## src/ssb_pkg.sv

```systemverilog
// Package for the seven-segment scan blinker: constants, codes, and beat types.
// Used by every module of the block. No dependencies.
`default_nettype none

package ssb_pkg;

    // Display geometry.
    localparam int DIGIT_COUNT = 8;
    localparam int DIGIT_W     = 3;
    localparam int SEG_W       = 8;
    localparam int CNT_W       = 16;
    localparam int PERIOD_W    = 14;
    localparam int FLASH_W     = 8;
    localparam int DIV_W       = 8;

    // Command queue between the front and the back (depth is a power of two).
    localparam int QUEUE_DEPTH = 2;
    localparam int QPTR_W      = $clog2(QUEUE_DEPTH);
    localparam int QCNT_W      = $clog2(QUEUE_DEPTH + 1);

    // Configuration port.
    localparam int CFG_IDX_W  = 2;
    localparam int CFG_DATA_W = 14;

    // Input opcodes.
    typedef enum logic [1:0] {
        OP_TICK  = 2'd0,
        OP_WRITE = 2'd1,
        OP_BLANK = 2'd2
    } ssb_op_t;

    // Digit modes.
    typedef enum logic [1:0] {
        MODE_OFF  = 2'd0,
        MODE_ON   = 2'd1,
        MODE_SLOW = 2'd2,
        MODE_FAST = 2'd3
    } ssb_mode_t;

    // Commands handed from the front to the back.
    typedef enum logic [1:0] {
        CMD_SCAN  = 2'd0,
        CMD_WRITE = 2'd1,
        CMD_BLANK = 2'd2
    } ssb_cmd_kind_t;

    // Configuration register indexes.
    typedef enum logic [CFG_IDX_W-1:0] {
        CFG_BLINK_PERIOD = 2'd0,
        CFG_SCAN_DIVIDER = 2'd1,
        CFG_FOREVER_CODE = 2'd2
    } ssb_cfg_idx_t;

    // Back-end sequencer states.
    typedef enum logic [1:0] {
        ST_IDLE  = 2'd0,
        ST_ALIGN = 2'd1,
        ST_BLANK = 2'd2
    } ssb_state_t;

    // Input beat.
    typedef struct packed {
        logic [1:0]         opcode;
        logic [DIGIT_W-1:0] digit;
        logic [SEG_W-1:0]   segment_bits;
        logic [1:0]         digit_mode;
        logic [FLASH_W-1:0] flash_count;
    } ssb_in_t;

    // Result beat.
    typedef struct packed {
        logic [SEG_W-1:0] digit_select;
        logic [SEG_W-1:0] segment_out;
        logic             last_word;
    } ssb_out_t;

    // Queue entry.
    typedef struct packed {
        ssb_cmd_kind_t      kind;
        logic [DIGIT_W-1:0] digit;
        logic [SEG_W-1:0]   segs;
        logic [1:0]         mode;
        logic [FLASH_W-1:0] flash;
    } ssb_cmd_t;

    // Configuration seen by the back end.
    typedef struct packed {
        logic [PERIOD_W-1:0] blink_period;
        logic [FLASH_W-1:0]  forever_count_code;
    } ssb_cfg_t;

endpackage

`default_nettype wire

```

## src/ssb_front.sv

```systemverilog
// Front end of the scan blinker: accepts input beats, runs the tick prescaler
// and turns each beat into a queued command. Depends on ssb_pkg.
`default_nettype none

module ssb_front import ssb_pkg::*; (
    input  wire logic             aclk,
    input  wire logic             aresetn,
    input  wire logic             s_valid,
    output logic                  s_ready,
    input  wire ssb_in_t          s_data,
    input  wire logic [DIV_W-1:0] scan_divider,
    output logic                  push_valid,
    input  wire logic             push_ready,
    output ssb_cmd_t              push_cmd
);

    logic [DIV_W-1:0] div_count_reg, div_count_next;
    logic [DIV_W-1:0] div_inc;
    logic             accept;

    // A beat is taken whenever the queue has room, so every push succeeds.
    assign s_ready = push_ready;
    assign accept  = s_valid && s_ready;

    // Classify the beat and update the prescaler.
    always_comb begin
        div_inc        = div_count_reg + DIV_W'(1);
        div_count_next = div_count_reg;
        push_valid     = 1'b0;
        push_cmd.kind  = CMD_SCAN;
        push_cmd.digit = s_data.digit;
        push_cmd.segs  = s_data.segment_bits;
        push_cmd.mode  = s_data.digit_mode;
        push_cmd.flash = s_data.flash_count;
        case (s_data.opcode)
            OP_TICK: begin
                if (div_inc < scan_divider) begin
                    div_count_next = div_inc;
                end else begin
                    div_count_next = '0;
                    push_valid     = accept;
                end
            end
            OP_WRITE: begin
                push_cmd.kind = CMD_WRITE;
                push_valid    = accept;
            end
            OP_BLANK: begin
                push_cmd.kind  = CMD_BLANK;
                div_count_next = '0;
                push_valid     = accept;
            end
            default: begin
            end
        endcase
        if (!accept) begin
            div_count_next = div_count_reg;
        end
    end

    always_ff @(posedge aclk) begin
        if (!aresetn) begin
            div_count_reg <= '0;
        end else begin
            div_count_reg <= div_count_next;
        end
    end

endmodule

`default_nettype wire

```

## src/ssb_queue.sv

```systemverilog
// Short command queue that decouples the front end from the back end.
// Depends on ssb_pkg for the entry type and depth.
`default_nettype none

module ssb_queue import ssb_pkg::*; (
    input  wire logic     aclk,
    input  wire logic     aresetn,
    input  wire logic     in_valid,
    output logic          in_ready,
    input  wire ssb_cmd_t in_cmd,
    output logic          out_valid,
    input  wire logic     out_ready,
    output ssb_cmd_t      out_cmd
);

    ssb_cmd_t          entry_reg [QUEUE_DEPTH];
    logic [QPTR_W-1:0] wr_ptr_reg, wr_ptr_next;
    logic [QPTR_W-1:0] rd_ptr_reg, rd_ptr_next;
    logic [QCNT_W-1:0] count_reg, count_next;
    logic              do_push, do_pop;

    assign in_ready  = (count_reg != QCNT_W'(QUEUE_DEPTH));
    assign out_valid = (count_reg != '0);
    assign out_cmd   = entry_reg[rd_ptr_reg];
    assign do_push   = in_valid && in_ready;
    assign do_pop    = out_valid && out_ready;

    // Pointers wrap naturally because the depth is a power of two.
    always_comb begin
        wr_ptr_next = do_push ? wr_ptr_reg + QPTR_W'(1) : wr_ptr_reg;
        rd_ptr_next = do_pop ? rd_ptr_reg + QPTR_W'(1) : rd_ptr_reg;
        count_next  = count_reg;
        if (do_push && !do_pop) begin
            count_next = count_reg + QCNT_W'(1);
        end else if (do_pop && !do_push) begin
            count_next = count_reg - QCNT_W'(1);
        end
    end

    always_ff @(posedge aclk) begin
        if (!aresetn) begin
            wr_ptr_reg <= '0;
            rd_ptr_reg <= '0;
            count_reg  <= '0;
        end else begin
            wr_ptr_reg <= wr_ptr_next;
            rd_ptr_reg <= rd_ptr_next;
            count_reg  <= count_next;
        end
    end

    // Entry storage.
    always_ff @(posedge aclk) begin
        if (do_push) begin
            entry_reg[wr_ptr_reg] <= in_cmd;
        end
    end

endmodule

`default_nettype wire

```

## src/ssb_back.sv

```systemverilog
// Back end of the scan blinker: per-digit state, the scan step, counter
// alignment, the blanking sequence and the output register. Depends on ssb_pkg.
`default_nettype none

module ssb_back import ssb_pkg::*; (
    input  wire logic     aclk,
    input  wire logic     aresetn,
    input  wire ssb_cfg_t cfg,
    input  wire logic     q_valid,
    output logic          q_ready,
    input  wire ssb_cmd_t q_cmd,
    output logic          m_valid,
    input  wire logic     m_ready,
    output ssb_out_t      m_data
);

    localparam logic [DIGIT_W-1:0] LAST_DIGIT = DIGIT_W'(DIGIT_COUNT - 1);

    // Per-digit state.
    logic [SEG_W-1:0]       seg_reg     [DIGIT_COUNT];
    ssb_mode_t              mode_reg    [DIGIT_COUNT];
    logic [FLASH_W-1:0]     flash_reg   [DIGIT_COUNT];
    logic [CNT_W-1:0]       counter_reg [DIGIT_COUNT];
    logic [DIGIT_COUNT-1:0] fast_mark_reg, fast_mark_next;
    logic [DIGIT_COUNT-1:0] slow_mark_reg, slow_mark_next;

    // Sequencer.
    ssb_state_t         state_reg, state_next;
    logic [DIGIT_W-1:0] pos_reg, pos_next;
    logic [DIGIT_W-1:0] idx_reg, idx_next;
    logic               slow_ok_reg, slow_ok_next;
    logic               fast_ok_reg, fast_ok_next;
    logic [CNT_W-1:0]   slow_ref_reg, slow_ref_next;
    logic [CNT_W-1:0]   fast_ref_reg, fast_ref_next;

    // Output register.
    logic     out_valid_reg, out_valid_next;
    ssb_out_t out_data_reg;
    ssb_out_t out_word;
    logic     out_load;
    logic     out_free;

    // Digit state write port.
    logic [DIGIT_W-1:0] wr_addr;
    logic               seg_we, mode_we, flash_we, cnt_we;
    logic [SEG_W-1:0]   seg_wdata;
    ssb_mode_t          mode_wdata;
    logic [FLASH_W-1:0] flash_wdata;
    logic [CNT_W-1:0]   cnt_wdata;

    // Digit state read port.
    logic [DIGIT_W-1:0] rd_addr;
    logic [SEG_W-1:0]   cur_seg;
    ssb_mode_t          cur_mode;
    logic [FLASH_W-1:0] cur_flash;
    logic [CNT_W-1:0]   cur_cnt;

    // Scan step datapath.
    logic [CNT_W-1:0]   period;
    logic [CNT_W-1:0]   thr;
    logic [CNT_W-1:0]   cnt_load;
    logic [CNT_W-1:0]   cnt_dec;
    logic [FLASH_W-1:0] step_flash;
    ssb_mode_t          step_mode;
    logic [SEG_W-1:0]   step_seg;

    // Alignment datapath.
    logic [CNT_W-1:0] al_cnt;

    function automatic logic [SEG_W-1:0] select_byte(input logic [DIGIT_W-1:0] d);
        return ~(SEG_W'(1) << d);
    endfunction

    assign out_free = !out_valid_reg || m_ready;
    assign m_valid  = out_valid_reg;
    assign m_data   = out_data_reg;

    // One read address: the alignment sweep during ST_ALIGN, else the scan position.
    assign rd_addr   = (state_reg == ST_ALIGN) ? idx_reg : pos_reg;
    assign cur_seg   = seg_reg[rd_addr];
    assign cur_mode  = mode_reg[rd_addr];
    assign cur_flash = flash_reg[rd_addr];
    assign cur_cnt   = counter_reg[rd_addr];

    // Scan step: period, flash countdown, threshold and counter update.
    always_comb begin
        period     = CNT_W'(cfg.blink_period);
        step_flash = cur_flash;
        step_mode  = cur_mode;
        case (cur_mode)
            MODE_FAST: begin
                period = CNT_W'(cfg.blink_period >> 1);
                if (cur_flash != '0 && cur_flash != cfg.forever_count_code) begin
                    step_flash = cur_flash - FLASH_W'(1);
                end
                if (step_flash == '0) begin
                    step_mode = MODE_ON;
                end
            end
            MODE_SLOW: begin
                period = {CNT_W'(cfg.blink_period)} << 1;
            end
            default: begin
            end
        endcase
        case (step_mode)
            MODE_ON:   thr = period;
            MODE_SLOW: thr = period >> 1;
            MODE_FAST: thr = period >> 1;
            default:   thr = '0;
        endcase
        cnt_load = (cur_cnt == '0) ? period : cur_cnt;
        cnt_dec  = cnt_load - CNT_W'(1);
        step_seg = (cnt_dec >= thr) ? '0 : cur_seg;
    end

    // Alignment: the first marked digit of each speed is the reference.
    always_comb begin
        al_cnt        = cur_cnt;
        slow_ok_next  = slow_ok_reg;
        fast_ok_next  = fast_ok_reg;
        slow_ref_next = slow_ref_reg;
        fast_ref_next = fast_ref_reg;
        if (state_reg == ST_ALIGN) begin
            if (slow_mark_reg[idx_reg]) begin
                if (slow_ok_reg) begin
                    al_cnt = slow_ref_reg;
                end else begin
                    slow_ref_next = cur_cnt;
                    slow_ok_next  = 1'b1;
                end
            end
            if (fast_mark_reg[idx_reg]) begin
                if (fast_ok_reg) begin
                    al_cnt = fast_ref_reg;
                end else begin
                    fast_ref_next = al_cnt;
                    fast_ok_next  = 1'b1;
                end
            end
        end else begin
            slow_ok_next = 1'b0;
            fast_ok_next = 1'b0;
        end
    end

    // Sequencer: next state, queue pop, digit writes and output beats.
    always_comb begin
        state_next     = state_reg;
        pos_next       = pos_reg;
        idx_next       = idx_reg;
        fast_mark_next = fast_mark_reg;
        slow_mark_next = slow_mark_reg;
        q_ready        = 1'b0;
        out_load       = 1'b0;
        out_word       = '{digit_select: select_byte(idx_reg), segment_out: '0,
                           last_word: (idx_reg == LAST_DIGIT)};
        wr_addr        = pos_reg;
        seg_we         = 1'b0;
        mode_we        = 1'b0;
        flash_we       = 1'b0;
        cnt_we         = 1'b0;
        seg_wdata      = q_cmd.segs;
        mode_wdata     = step_mode;
        flash_wdata    = step_flash;
        cnt_wdata      = cnt_dec;
        case (state_reg)
            ST_IDLE: begin
                if (q_valid) begin
                    case (q_cmd.kind)
                        CMD_WRITE: begin
                            q_ready     = 1'b1;
                            wr_addr     = q_cmd.digit;
                            seg_we      = (int'(q_cmd.digit) < DIGIT_COUNT);
                            mode_we     = seg_we;
                            flash_we    = seg_we;
                            mode_wdata  = ssb_mode_t'(q_cmd.mode);
                            flash_wdata = q_cmd.flash;
                        end
                        CMD_SCAN: begin
                            if (out_free) begin
                                q_ready  = 1'b1;
                                out_load = 1'b1;
                                out_word = '{digit_select: select_byte(pos_reg),
                                             segment_out: step_seg, last_word: 1'b1};
                                mode_we  = 1'b1;
                                flash_we = 1'b1;
                                cnt_we   = 1'b1;
                                fast_mark_next[pos_reg] = (cur_mode == MODE_FAST);
                                slow_mark_next[pos_reg] = (cur_mode == MODE_SLOW);
                                if (pos_reg == LAST_DIGIT) begin
                                    pos_next   = '0;
                                    idx_next   = '0;
                                    state_next = ST_ALIGN;
                                end else begin
                                    pos_next = pos_reg + DIGIT_W'(1);
                                end
                            end
                        end
                        CMD_BLANK: begin
                            q_ready        = 1'b1;
                            fast_mark_next = '0;
                            slow_mark_next = '0;
                            pos_next       = '0;
                            idx_next       = '0;
                            state_next     = ST_BLANK;
                        end
                        default: begin
                            q_ready = 1'b1;
                        end
                    endcase
                end
            end
            ST_ALIGN: begin
                wr_addr   = idx_reg;
                cnt_we    = 1'b1;
                cnt_wdata = al_cnt;
                idx_next  = idx_reg + DIGIT_W'(1);
                if (idx_reg == LAST_DIGIT) begin
                    idx_next   = '0;
                    state_next = ST_IDLE;
                end
            end
            ST_BLANK: begin
                if (out_free) begin
                    out_load = 1'b1;
                    idx_next = idx_reg + DIGIT_W'(1);
                    if (idx_reg == LAST_DIGIT) begin
                        idx_next   = '0;
                        state_next = ST_IDLE;
                    end
                end
            end
            default: begin
                state_next = ST_IDLE;
            end
        endcase
    end

    // Output valid: set on a new beat, cleared when the beat is taken.
    always_comb begin
        out_valid_next = out_valid_reg;
        if (out_load) begin
            out_valid_next = 1'b1;
        end else if (m_ready) begin
            out_valid_next = 1'b0;
        end
    end

    // Control registers.
    always_ff @(posedge aclk) begin
        if (!aresetn) begin
            state_reg     <= ST_IDLE;
            pos_reg       <= '0;
            idx_reg       <= '0;
            slow_ok_reg   <= 1'b0;
            fast_ok_reg   <= 1'b0;
            fast_mark_reg <= '0;
            slow_mark_reg <= '0;
            out_valid_reg <= 1'b0;
        end else begin
            state_reg     <= state_next;
            pos_reg       <= pos_next;
            idx_reg       <= idx_next;
            slow_ok_reg   <= slow_ok_next;
            fast_ok_reg   <= fast_ok_next;
            fast_mark_reg <= fast_mark_next;
            slow_mark_reg <= slow_mark_next;
            out_valid_reg <= out_valid_next;
        end
    end

    // Payload registers.
    always_ff @(posedge aclk) begin
        slow_ref_reg <= slow_ref_next;
        fast_ref_reg <= fast_ref_next;
        if (out_load) begin
            out_data_reg <= out_word;
        end
    end

    // Digit state, cleared at reset.
    always_ff @(posedge aclk) begin
        if (!aresetn) begin
            for (int k = 0; k < DIGIT_COUNT; k++) begin
                seg_reg[k]     <= '0;
                mode_reg[k]    <= MODE_OFF;
                flash_reg[k]   <= '0;
                counter_reg[k] <= '0;
            end
        end else begin
            if (seg_we) begin
                seg_reg[wr_addr] <= seg_wdata;
            end
            if (mode_we) begin
                mode_reg[wr_addr] <= mode_wdata;
            end
            if (flash_we) begin
                flash_reg[wr_addr] <= flash_wdata;
            end
            if (cnt_we) begin
                counter_reg[wr_addr] <= cnt_wdata;
            end
        end
    end

endmodule

`default_nettype wire

```

## src/seven_segment_scan_blinker_top.sv

```systemverilog
// Top level of the seven-segment scan blinker: configuration registers and
// the front end, command queue and back end. Depends on ssb_pkg, ssb_front,
// ssb_queue and ssb_back.
//
// Drives eight multiplexed seven-segment digits, one result beat per scan
// step. Every input beat is taken while the two-entry command queue has
// room. In the back end, after the eighth digit of a scan the counter
// alignment sweeps the digits one per cycle, and a blank op sends its eight
// words in turn, each when the output register is free. The per-digit state
// is shared by the scan step and the alignment sweep. Result beats sit in
// an output register, so the front end keeps taking beats while a result
// waits, until the command queue is full.
`default_nettype none

module seven_segment_scan_blinker_top import ssb_pkg::*; (
    input  wire logic                  aclk,
    input  wire logic                  aresetn,
    input  wire logic                  s_valid,
    output logic                       s_ready,
    input  wire ssb_in_t               s_data,
    output logic                       m_valid,
    input  wire logic                  m_ready,
    output ssb_out_t                   m_data,
    input  wire logic                  cfg_valid,
    output logic                       cfg_ready,
    input  wire logic [CFG_IDX_W-1:0]  cfg_index,
    input  wire logic [CFG_DATA_W-1:0] cfg_data
);

    logic [PERIOD_W-1:0] blink_period_reg, blink_period_next;
    logic [DIV_W-1:0]    scan_divider_reg, scan_divider_next;
    logic [FLASH_W-1:0]  forever_code_reg, forever_code_next;
    ssb_cfg_t            back_cfg;

    logic     push_valid, push_ready;
    ssb_cmd_t push_cmd;
    logic     pop_valid, pop_ready;
    ssb_cmd_t pop_cmd;

    // Configuration writes are always taken; unknown indexes are dropped.
    assign cfg_ready = 1'b1;

    always_comb begin
        blink_period_next = blink_period_reg;
        scan_divider_next = scan_divider_reg;
        forever_code_next = forever_code_reg;
        if (cfg_valid) begin
            case (cfg_index)
                CFG_BLINK_PERIOD: blink_period_next = cfg_data[PERIOD_W-1:0];
                CFG_SCAN_DIVIDER: scan_divider_next = cfg_data[DIV_W-1:0];
                CFG_FOREVER_CODE: forever_code_next = cfg_data[FLASH_W-1:0];
                default: begin
                end
            endcase
        end
    end

    always_ff @(posedge aclk) begin
        if (!aresetn) begin
            blink_period_reg <= PERIOD_W'(100);
            scan_divider_reg <= DIV_W'(6);
            forever_code_reg <= FLASH_W'(255);
        end else begin
            blink_period_reg <= blink_period_next;
            scan_divider_reg <= scan_divider_next;
            forever_code_reg <= forever_code_next;
        end
    end

    assign back_cfg.blink_period       = blink_period_reg;
    assign back_cfg.forever_count_code = forever_code_reg;

    ssb_front u_front (
        .aclk         (aclk),
        .aresetn      (aresetn),
        .s_valid      (s_valid),
        .s_ready      (s_ready),
        .s_data       (s_data),
        .scan_divider (scan_divider_reg),
        .push_valid   (push_valid),
        .push_ready   (push_ready),
        .push_cmd     (push_cmd)
    );

    ssb_queue u_queue (
        .aclk      (aclk),
        .aresetn   (aresetn),
        .in_valid  (push_valid),
        .in_ready  (push_ready),
        .in_cmd    (push_cmd),
        .out_valid (pop_valid),
        .out_ready (pop_ready),
        .out_cmd   (pop_cmd)
    );

    ssb_back u_back (
        .aclk    (aclk),
        .aresetn (aresetn),
        .cfg     (back_cfg),
        .q_valid (pop_valid),
        .q_ready (pop_ready),
        .q_cmd   (pop_cmd),
        .m_valid (m_valid),
        .m_ready (m_ready),
        .m_data  (m_data)
    );

endmodule

`default_nettype wire

```

## config.mk

```make
export PLATFORM = sky130hd
export DESIGN_NAME = seven_segment_scan_blinker_top
export DESIGN_NICKNAME = d
export VERILOG_FILES = /design/src/ssb_pkg.sv /design/src/ssb_front.sv /design/src/ssb_queue.sv /design/src/ssb_back.sv /design/src/seven_segment_scan_blinker_top.sv
export SDC_FILE = /design/constraint.sdc
export NUM_CORES = 1
export LEC_CHECK = 0
export ABC_AREA = 1
export ABC_CLOCK_PERIOD_IN_PS = 10800
export BUFFER_PORTS_ARGS = -buffer_cell sky130_fd_sc_hd__buf_2
export CAP_MARGIN = 20
export CORE_MARGIN = 2
export CORE_UTILIZATION = 55
export CTS_BUF_LIST = sky130_fd_sc_hd__clkbuf_16
export CTS_CLUSTER_DIAMETER = 80
export CTS_CLUSTER_SIZE = 14
export DETAILED_ROUTE_END_ITERATION = 16
export PLACE_DENSITY = 0.72
export SETUP_SLACK_MARGIN = 0.15
export SYNTH_ARGS = -nofsm -noshare
export SYNTH_HDL_FRONTEND = slang
export SYNTH_HIERARCHICAL = 1
export SYNTH_SLANG_ARGS = --single-unit
```

## constraint.sdc

```tcl
create_clock -name aclk -period 10.8 [get_ports aclk]
set_clock_uncertainty 0.15 [all_clocks]
set_input_delay 3.24 -clock aclk [delete_from_list [all_inputs] [get_ports aclk]]
set_output_delay 3.24 -clock aclk [all_outputs]
set_load 0.05 [all_outputs]
```

==> flow_metrics.py, run 1 <==
metrics = {
    "power_and_ir_drop": {
        "leakagePower_nw": 9.88,
        "pwr_density_cell_mw_per_mm2": 263,
        "total_power_w": 0.00638,
        "vdd_drop_max_uv": 170,
    },
    "logic_synthesis": {
        "synth.yosys.warnings": 6,
        "syn_area_mm2": 0.0229,
        "synth_cell_type_count": 55,
        "syn_area_per_cell_um2": 8.76,
        "async_flop_share_pct": 0,
        "yosys.area.top_type": "edfxtp_1",
        "synthesis.nets": 2710,
        "ys_ff_latch": 437,
        "yosysSeqAreaShare_pct": 54.2,
        "synth_area_leaders": "edfxtp_1, nand2_1, nor2_1",
        "syn_inst": 2619,
        "synth_edf_count": 367,
        "ys.flop_type": "edfxtp_1",
        "synth_top_area_share_pct": 48.0,
    },
    "cells_and_area": {
        "final_cell_mix": "nand2_1, nor2_1, edfxtp_1",
        "final-seq-area_mm2": 0.0124,
        "antenna_cells": 0,
        "postLayoutCellArea_mm2": 0.0243,
        "drive_above_1_share_pct": 8.73,
        "multi_input_area_mm2": 0.00868,
        "layout_commonest_cell": "nand2_1",
        "largest_reg_flops": 128,
        "syn_to_final_growth_pct": 5.75,
        "fill_cells": 3610,
        "stdcell_count": 3132,
        "final_net_count": 2682,
    },
    "clock_network": {
        "clock_sinks": 437,
        "cts_hold_buf": 0,
        "cts_resized": 0,
        "cts-buffers-inserted": 37,
        "cts_max_path_buffers": 3,
        "cts_tree": "done",
        "clk_pin_slew_ns": 0.07,
        "h-tree-depth": 2,
        "postCtsSetupBuffers": 0,
        "ctsRootBufferMaster": "clkbuf_16",
        "clkLatencyLatePin_ns": 0.58,
    },
    "place": {
        "dpl.hpwl_um": 40400,
        "gp_congestion": 0.949,
        "io_buffers": 62,
        "place_inst": 3084,
        "post_dp_cell_area_mm2": 0.0232,
    },
    "floorplan": {
        "die-area_mm2": 0.0434,
        "die_height_um": 208,
        "start_util_pct": 55.9,
        "io_pins": 64,
        "rows": 74,
        "die_w_um": 208,
        "core_mm2": 0.0410,
    },
    "timing": {
        "period_share_pct": 73.2,
        "hold_violations": 0,
        "setup_viol": 0,
        "slew-limit-headroom_pct": 26.4,
        "rsz0062_at_grt": "no",
        "finalCriticalPeriod_ns": 7.91,
        "drv_slew": 0,
        "holdWs_ns": 0.317,
        "fmax_ghz": 0.126,
        "tightestPinTransition_ns": 1.10,
        "fin_setup_tns_ns": 0,
    },
    "setup_path": {
        "r2r.worst_path.cells": 38,
        "r2r_start": "u_back/state_reg[1]",
        "start_kind": "flop",
        "end_kind": "flop",
        "reg2reg_to": "u_back/m_data[2]",
        "critPathMostFrequentCell": "nand2_1",
        "cp_max_fo": 107,
        "worstPathRequired_ns": 11.08,
        "cp.arrival_ns": 8.19,
        "slowest_stage": "buf_4",
        "path_class": "reg -> reg",
        "slowest_delay_ns": 0.86,
        "critical_path.startpoint": "u_back/state_reg[1]",
        "rrSetupSlack_ns": 2.89,
    },
    "detailed_routing": {
        "drc": 0,
        "vias_per_cell": 5.77,
        "dr.pass1.iters": 6,
        "totalWireLength_um": 59300,
        "drt_iter0_drc": 1616,
        "wire_per_inst_um": 18.9,
        "vias": 18100,
        "antenna_left": 0,
    },
    "global_routing": {
        "grt_pass1_wl_um": 93000,
        "grt_usage_pct": 27.4,
        "grt_max_degree": 108,
        "grt_remaining_overflow": 0,
        "antenna_found_initial": 0,
        "grt_pass1_vias": 17400,
    },
    "worst_hold_path": {
        "hp-class": "reg -> reg",
        "hold_start": "u_back/slow_mark_reg[6]",
        "min_to": "u_back/slow_mark_reg[6]",
        "whs_path_depth": 2,
    },
    "flow_run": {
        "drv_cap": 0,
    },
    "status": {
        "status": "complete, no violations",
    },
}
[cells by family after synthesis]
logic type      count (synthesis)  share of synthesized area (%)
simple gates                 1288                           23.8
flops                         437                           54.2
buf+inv                       417                           8.07
compound gates                394                           9.78
fa+ha+maj                      47                           2.56
mux                            25                           1.22
xor+xnor                        9                          0.344
other cells                     2                         0.0327
[routing by layer]
metal	track usage [%]	vias to the layer above	share of wire (%)	wire length, µm
met1	36.3	8518	41	24100
met4	10.5	0	3.5	2090
li1	-	8616	-	-
met3	4.24	129	8.1	4810
met2	45.7	796	48	28300
met5	0	-	0	0
[worst max path at each step]
stage	slack, ns	endpoint
5_1_grt	2.14	u_back/m_data[6]
3_5_place_dp	3.05	u_back/m_data[2]
4_1_cts	2.99	u_back/m_data[2]
6_report	2.89	u_back/m_data[2]
2_1_floorplan	5.38	u_queue/entry_reg[1][0]
3_3_place_gp	3.30	u_back/m_data[7]
[area by class of cell]
| type | count | area share [%] |
|---|---|---|
| flip-flops and latches | 437 | 51.2 |
| multi-input cells | 1765 | 35.8 |
| inverters | 272 | 4.21 |
| clock buffers | 38 | 3.92 |
| well taps | 532 | 2.74 |
| repair buffers | 78 | 1.84 |
| clock inverters | 10 | 0.289 |
[worst max-delay path, delay by kind of cell (launching register included)]
kind            cells  cell delay, ns
buf+inv             4            1.62
simple gates       26            4.19
compound gates      6            0.90
fa+ha+maj           2            0.47
flops               1            0.37
[power breakdown]
group / total, W / internal [W] / switching [W]
Combinational: 0.00307 / 0.000821 / 0.00225
Clock: 0.00123 / 0.000633 / 0.000599
Sequential: 0.00208 / 0.00201 / 0.0000697
[synth_stat cells (all sizes together), types with 11 or more instances]
cell type / number
nand2: 589
clkbuf: 58
buf: 87
dfxtp: 70
nand4: 23
nor2: 461
o22ai: 21
edfxtp: 367
a21oi: 118
o21ai: 188
nand3: 169
inv: 268
ha: 47
nor3: 15
o211ai: 35
mux2: 23
nand3b: 11
[per-stage QoR]
step | worst slack (ns) | utilization (%)
5_1_grt | 2.14 | 59.1
6_report | 2.89 | 59.1
4_1_cts | 2.99 | 59.1
2_1_floorplan | 5.38 | -
3_5_place_dp | 3.05 | 56.6
3_3_place_gp | 3.30 | 56.6
Note: power is estimated with default switching activity, not from simulation.
==> inputs of run 2 (changes only) <==
--- a/config.mk
+++ b/config.mk
@@ -5,8 +5,8 @@
 export SDC_FILE = /design/constraint.sdc
 export NUM_CORES = 1
 export LEC_CHECK = 0
-export ABC_AREA = 1
-export ABC_CLOCK_PERIOD_IN_PS = 10800
+export ABC_AREA = 0
+export ABC_CLOCK_PERIOD_IN_PS = 6500
 export BUFFER_PORTS_ARGS = -buffer_cell sky130_fd_sc_hd__buf_2
 export CAP_MARGIN = 20
 export CORE_MARGIN = 2
@@ -15,7 +15,7 @@
 export CTS_CLUSTER_DIAMETER = 80
 export CTS_CLUSTER_SIZE = 14
 export DETAILED_ROUTE_END_ITERATION = 16
-export PLACE_DENSITY = 0.72
+export PLACE_DENSITY = 0.74
 export SETUP_SLACK_MARGIN = 0.15
 export SYNTH_ARGS = -nofsm -noshare
 export SYNTH_HDL_FRONTEND = slang
==> constraint.sdc (replaced) <==
create_clock -name aclk -period 6.5 [get_ports aclk]
set_clock_uncertainty 0.15 [all_clocks]
set_input_delay 1.95 -clock aclk [delete_from_list [all_inputs] [get_ports aclk]]
set_output_delay 1.95 -clock aclk [all_outputs]
set_load 0.05 [all_outputs]
==> run 2 against run 1 <==
Combinational power rose by 13%. Power increased by 40%. Synthesized area rose by 7.8%. Critical path type unchanged. Critical endpoint is now u_back/m_data[5]. Largest power group unchanged.
==> flow_metrics.py, run 2 <==
metrics = {
    "power_and_ir_drop": {
        "leakagePower_nw": 9.95,
        "p_seq_share_pct": 37.5,
        "pwr_density_cell_mw_per_mm2": 329,
        "pwr-share-clk_pct": 23.7,
        "intPower_w": 0.00557,
        "pwr-share-comb_pct": 38.8,
        "p_sw_share_pct": 37.8,
        "p_switching_w": 0.00338,
        "vdd_drop_max_uv": 257,
    },
    "setup_path": {
        "end_kind": "flop",
        "worstPathRequired_ns": 6.73,
        "cp_max_fo": 17,
        "path_class": "reg -> reg",
        "slowest_stage": "or3b_4",
        "start_kind": "flop",
        "worstSetupEndpoint": "u_back/m_data[5]",
        "critical_path.startpoint": "u_back/state_reg[1]",
        "critPathMostFrequentCell": "buf_4",
        "cp.arrival_ns": 6.34,
        "reg2reg_to": "u_back/m_data[5]",
        "r2r.worst_path.cells": 27,
        "slowest_delay_ns": 0.42,
        "r2r_start": "u_back/state_reg[1]",
        "rrSetupSlack_ns": 0.39,
    },
    "floorplan": {
        "rows": 77,
        "io_pins": 64,
        "die-area_mm2": 0.0467,
        "die_w_um": 216,
        "start_util_pct": 55.8,
        "die_height_um": 216,
        "core_mm2": 0.0443,
    },
    "place": {
        "post_dp_cell_area_mm2": 0.0255,
        "gp_congestion": 0.980,
        "io_buffers": 62,
        "post-place-ws_ns": -0.0560,
        "dpl.hpwl_um": 48600,
    },
    "cells_and_area": {
        "final_cell_mix": "edfxtp_1, nor2_1, nand2_1",
        "postLayoutCellArea_mm2": 0.0272,
        "antenna_cells": 0,
        "layout_commonest_cell": "edfxtp_1",
        "largest_reg_flops": 128,
        "drive_above_1_share_pct": 17.2,
        "syn_to_final_growth_pct": 10.1,
        "final_net_count": 2471,
    },
    "logic_synthesis": {
        "synthAdderAreaFrac_pct": 2.38,
        "synth_xor_area_share_pct": 0.708,
        "synth_top_area_share_pct": 44.6,
        "syn_inst": 2332,
        "syn_area_mm2": 0.0247,
        "synthesis.nets": 2423,
        "synth_cell_type_count": 112,
        "yosys.area.top_type": "edfxtp_1",
        "synth_area_leaders": "edfxtp_1, dfxtp_1, nor2_1",
        "synthMuxAreaShare_pct": 7.62,
        "synth_compound_gate_area_share_pct": 15.7,
        "synth.yosys.warnings": 6,
        "yosys.cell_count.top_type": "edfxtp_1",
        "yosys-top-cells-count": "edfxtp_1, nor2_1, nand2_1, nor2b_1, o21ai_0",
        "ys_ff_latch": 437,
        "syn_area_per_cell_um2": 10.6,
        "async_flop_share_pct": 0,
        "ys.flop_type": "edfxtp_1",
        "yosys.area_share.simple_pct": 18.5,
        "yosysSeqAreaShare_pct": 50.2,
        "synth_edf_count": 367,
        "synth_top_family_by_area": "simple AND/OR/NAND/NOR gates",
    },
    "global_routing": {
        "grt_max_degree": 56,
        "grt_remaining_overflow": 0,
        "antenna_found_initial": 0,
        "grt_pass1_wl_um": 107000,
        "grt_pass1_vias": 18600,
        "grt_usage_pct": 29.7,
    },
    "detailed_routing": {
        "wire_per_inst_um": 23.7,
        "antenna_left": 0,
        "drt_iter0_drc": 2418,
        "vias_per_cell": 6.48,
        "dr.pass1.iters": 6,
        "totalWireLength_um": 70900,
        "drc": 0,
        "vias": 19400,
    },
    "clock_network": {
        "clkLatencyLatePin_ns": 0.58,
        "ctsRootBufferMaster": "clkbuf_16",
        "cts-buffers-inserted": 38,
        "clock_sinks": 437,
        "cts_max_path_buffers": 3,
        "cts_tree": "done",
        "clk_pin_slew_ns": 0.07,
        "h-tree-depth": 2,
    },
    "timing": {
        "rsz0062_at_grt": "no",
        "slew-limit-headroom_pct": 26.4,
        "period_share_pct": 94.0,
        "setup_viol": 0,
        "fmax_ghz": 0.164,
        "tightestPinTransition_ns": 1.08,
        "drv_slew": 0,
        "finalCriticalPeriod_ns": 6.11,
        "hold_violations": 0,
        "fin_ws_ns": 0.392,
    },
    "flow_run": {
        "drv_cap": 0,
    },
    "status": {
        "status": "complete, no violations",
    },
    "worst_hold_path": {
        "hp-class": "reg -> reg",
    },
}
## run 2: cell count changes in the layout (fill, tap and decap cells not counted), moves of 54 or more
cell | before | now
nor2b_1 | 0 | 106
inv_1 | 260 | 77
a21oi_1 | 116 | 45
nand2_1 | 566 | 225
nand3_1 | 160 | 45
nor2_1 | 440 | 290
mux2i_1 | 2 | 56
and2_1 | 6 | 82
buf_4 | 14 | 96
o21ai_0 | 153 | 89
## run 2: per-layer routing
layer	GRT usage (%)	vias to the layer above	routed length [µm]
met4	11.3	0	2580
met5	0	-	0
met3	4.81	187	6780
met1	40.9	9438	28800
met2	47.4	1097	32800
li1	-	8678	-
## run 2: worst min path at each step
| stage | from | to | slack, ns | cells past startpoint |
|---|---|---|---|---|
| after global routing | scan_divider_reg[6] | scan_divider_reg[6] | 0.35 | 2 |
| after floorplan | u_front/div_count_reg[6] | u_front/div_count_reg[6] | 0.27 | 2 |
| after detailed placement | u_front/div_count_reg[7] | u_front/div_count_reg[7] | 0.30 | 2 |
| final | scan_divider_reg[3] | scan_divider_reg[3] | 0.32 | 2 |
| after global placement | u_front/div_count_reg[6] | u_front/div_count_reg[6] | 0.28 | 2 |
| after CTS | u_front/div_count_reg[7] | u_front/div_count_reg[7] | 0.31 | 2 |
## run 2: power groups by stage
stage | registers [W] | logic, W | clock network, W
2_1_floorplan | 0.00344 | 0.00218 | 0
3_5_place_dp | 0.00341 | 0.00317 | 0
4_1_cts | 0.00335 | 0.00323 | 0.00215
3_3_place_gp | 0.00340 | 0.00311 | 0
5_1_grt | 0.00337 | 0.00368 | 0.00224
6_report | 0.00336 | 0.00347 | 0.00213
## run 2: metrics by stage
| step | utilization (%) | total power (W) | hold WS [ns] | cells | TNS (ns) |
|---|---|---|---|---|---|
| 4_1_cts | 60.4 | 0.00873 | 0.315 | 2977 | 0 |
| 3_3_place_gp | 57.5 | 0.00651 | 0.284 | 2896 | 0 |
| 5_1_grt | 61.4 | 0.00929 | 0.348 | 2995 | 0 |
| 2_1_floorplan | - | 0.00562 | 0.272 | 2332 | 0 |
| 3_5_place_dp | 57.5 | 0.00658 | 0.304 | 2899 | -0.267 |
| 6_report | 61.4 | 0.00895 | 0.317 | 2995 | 0 |
## run 2: repair_timing
action	4_1_cts	5_1_grt
endpoints found under the hold margin	0	0
pin swaps	2	6
setup endpoints to repair	8	8
gates cloned	2	4
hold buffers	0	0
setup buffers	13	12
resized for setup	6	63
## run 2: cell type report
class                           instances  area (µm²)
Clock buffer                           38         951
Clock inverter                         25         161
Fill cell                            3576       17100
Inverter                               64         245
Multi-Input combinational cell       1665       11400
Sequential cell                       437       12400
Tap cell                              592         741
Timing Repair Buffer                  174        1300
## run 2: cell families after synthesis
logic type               count (synthesis)
other                                    2
adder cells (fa/ha/maj)                 47
buffers and inverters                  232
AND/OR/NAND/NOR                        932
XOR/XNOR                                20
flip-flops                             437
multiplexers                           137
AO/OA/AOI/OAI                          525
## run 2: worst max-delay path, delay by kind of cell, from the launching register on
family	cells	cell delay, ns
buf+inv	6	0.99
fa+ha+maj	2	0.47
simple gates	6	1.27
mux	2	0.74
compound gates	11	1.91
flops	1	0.34
==> inputs of run 3 (changes only) <==
--- a/config.mk
+++ b/config.mk
@@ -10,12 +10,12 @@
 export BUFFER_PORTS_ARGS = -buffer_cell sky130_fd_sc_hd__buf_2
 export CAP_MARGIN = 20
 export CORE_MARGIN = 2
-export CORE_UTILIZATION = 55
+export CORE_UTILIZATION = 50
 export CTS_BUF_LIST = sky130_fd_sc_hd__clkbuf_16
 export CTS_CLUSTER_DIAMETER = 80
 export CTS_CLUSTER_SIZE = 14
 export DETAILED_ROUTE_END_ITERATION = 16
-export PLACE_DENSITY = 0.74
+export PLACE_DENSITY = 0.69
 export SETUP_SLACK_MARGIN = 0.15
 export SYNTH_ARGS = -nofsm -noshare
 export SYNTH_HDL_FRONTEND = slang
==> run 3 against run 2 <==
Via count is 2.2% lower. Count of clock-buffer cells in the layout is 1 higher. Critical path depth stayed put. Worst setup slack worse by 0.077 ns. Final area is 0.11% higher. Non-clock buffer count is 7 lower. Combinational power hardly changed. Global-route usage is 1.9 points lower. Critical path type unchanged. Largest cell class unchanged.
==> flow_metrics.py, run 3 (same netlist as run 2, synthesis figures left out) <==
metrics = {
    "timing": {
        "rsz0062_at_grt": "no",
        "drv_slew": 0,
        "finalCriticalPeriod_ns": 6.18,
        "period_share_pct": 95.2,
        "setup_viol": 0,
        "tightestPinTransition_ns": 1.07,
        "fmax_ghz": 0.162,
        "slew-limit-headroom_pct": 28.6,
        "hold_violations": 0,
        "holdWs_ns": 0.307,
    },
    "setup_path": {
        "cp_max_fo": 8,
        "reg2reg_to": "u_back/m_data[5]",
        "rrSetupSlack_ns": 0.32,
        "start_kind": "flop",
        "r2r_start": "u_back/state_reg[1]",
        "path_class": "reg -> reg",
        "slowest_stage": "mux4_2",
        "slowest_delay_ns": 0.51,
        "worstPathRequired_ns": 6.73,
        "r2r.worst_path.cells": 27,
        "end_kind": "flop",
        "crit_buf_inv": 5,
        "cp_top_family": "simple AND/OR/NAND/NOR gates",
        "cp.arrival_ns": 6.42,
    },
    "detailed_routing": {
        "routed.top_layer": "met4",
        "wl_met1_um": 29100,
        "dr_wl_met3_um": 6770,
        "vias": 19000,
        "vias_per_cell": 6.19,
        "dr.pass1.iters": 6,
        "totalWireLength_um": 71300,
        "drc": 0,
        "antenna_left": 0,
        "wire_per_inst_um": 23.2,
        "drt_iter0_drc": 2239,
        "route.met2.wl_um": 33100,
    },
    "clock_network": {
        "cts-buffers-inserted": 39,
        "cts_max_path_buffers": 3,
        "cts_hold_buf": 0,
        "h-tree-depth": 2,
        "ctsRootBufferMaster": "clkbuf_16",
        "clock_sinks": 437,
        "cts_tree": "done",
        "clkLatencyLatePin_ns": 0.59,
        "clk_pin_slew_ns": 0.07,
    },
    "global_routing": {
        "grt_remaining_overflow": 0,
        "grt_pass1_vias": 18500,
        "grt_usage_pct": 27.8,
        "grt_pass1_wl_um": 109000,
        "grt_max_degree": 80,
        "antenna_found_initial": 0,
    },
    "place": {
        "gp_congestion": 0.921,
        "dpl.hpwl_um": 49000,
        "io_buffers": 62,
    },
    "power_and_ir_drop": {
        "leakagePower_nw": 9.91,
        "vdd_drop_max_uv": 239,
        "pwr_density_cell_mw_per_mm2": 330,
        "total_power_w": 0.00900,
    },
    "floorplan": {
        "die_height_um": 226,
        "die_w_um": 226,
        "rows": 81,
        "core_mm2": 0.0488,
        "start_util_pct": 50.6,
        "die-area_mm2": 0.0512,
        "io_pins": 64,
    },
    "cells_and_area": {
        "final_cell_mix": "edfxtp_1, nor2_1, nand2_1",
        "antenna_cells": 0,
        "final_net_count": 2464,
        "largest_reg_flops": 128,
        "layout_commonest_cell": "edfxtp_1",
        "syn_to_final_growth_pct": 10.2,
        "drive_above_1_share_pct": 17.2,
    },
    "flow_run": {
        "drv_cap": 0,
    },
    "worst_hold_path": {
        "whs_path_depth": 2,
        "hp-class": "reg -> reg",
        "min_to": "u_front/div_count_reg[6]",
        "hold_start": "u_front/div_count_reg[6]",
    },
    "status": {
        "status": "complete, no violations",
    },
}
[run 3: cell count changes in the layout (fill, tap and decap cells not counted), moves of 3 or more]
cell / before / now
a2111oi_1: 4 / 1
buf_2: 65 / 61
o21ai_1: 16 / 13
inv_1: 77 / 81
o21ai_0: 89 / 92
buf_6: 3 / 7
[run 3: worst min-delay path, delay by kind of cell (launching register included)]
kind             cells  cell delay [ns]
flip-flops           1             0.31
AND/OR/NAND/NOR      2             0.10
[run 3: final cells by class]
| cell class | instances | area (µm²) |
|---|---|---|
| fillers | 4195 | 21600 |
| flip-flops and latches | 437 | 12400 |
| multi-input cells | 1664 | 11400 |
| repair buffers | 167 | 1200 |
| clock buffers | 39 | 976 |
| well taps | 664 | 831 |
| inverters | 64 | 243 |
| clock inverters | 32 | 184 |
[run 3: worst max-delay path by stage]
stage	end	slack, ns	from	cells after the start
global placement	u_back/m_data[3]	0.11	u_back/state_reg[1]	27
CTS	u_back/m_data[6]	0.16	u_back/state_reg[1]	27
floorplan	u_back/m_data[3]	0.26	u_back/state_reg[1]	30
global route	u_back/m_data[8]	0.09	u_back/state_reg[1]	27
detailed placement	u_back/m_data[6]	-0.01	u_back/state_reg[1]	27
finish	u_back/m_data[5]	0.32	u_back/state_reg[1]	27
[run 3: metrics by stage]
| step | utilization [%] | cell area (µm²) | setup TNS (ns) | setup slack [ns] | instances |
|---|---|---|---|---|---|
| 5_1_grt | 55.8 | 27300 | 0 | 0.0935 | 3067 |
| 2_1_floorplan | - | 24700 | 0 | 0.257 | 2332 |
| 3_3_place_gp | 52.6 | 25700 | 0 | 0.112 | 2984 |
| 4_1_cts | 55.2 | 27000 | 0 | 0.164 | 3060 |
| 3_5_place_dp | 52.7 | 25700 | -0.0124 | -0.0124 | 2985 |
| 6_report | 55.8 | 27300 | 0 | 0.315 | 3067 |
[run 3: repair_timing]
action                     4_1_cts  5_1_grt
setup buffers                    4        6
cloned                           0        1
setup endpoints to repair        8        8
pin swaps                        1       12
gates resized for setup         11       57
[run 3: power breakdown]
part	internal (W)	switching, W	leakage (nW)
sequential	0.00326	0.0000950	4.23
clock	0.00111	0.00108	0.650
combinational	0.00120	0.00226	5.04
[run 3: metal layers]
layer / global-route usage, % / vias to the layer above
li1: - / 8688
met1: 37.8 / 9193
met2: 44.6 / 946
met3: 5.30 / 154
met4: 9.49 / 0
met5: 0 / -
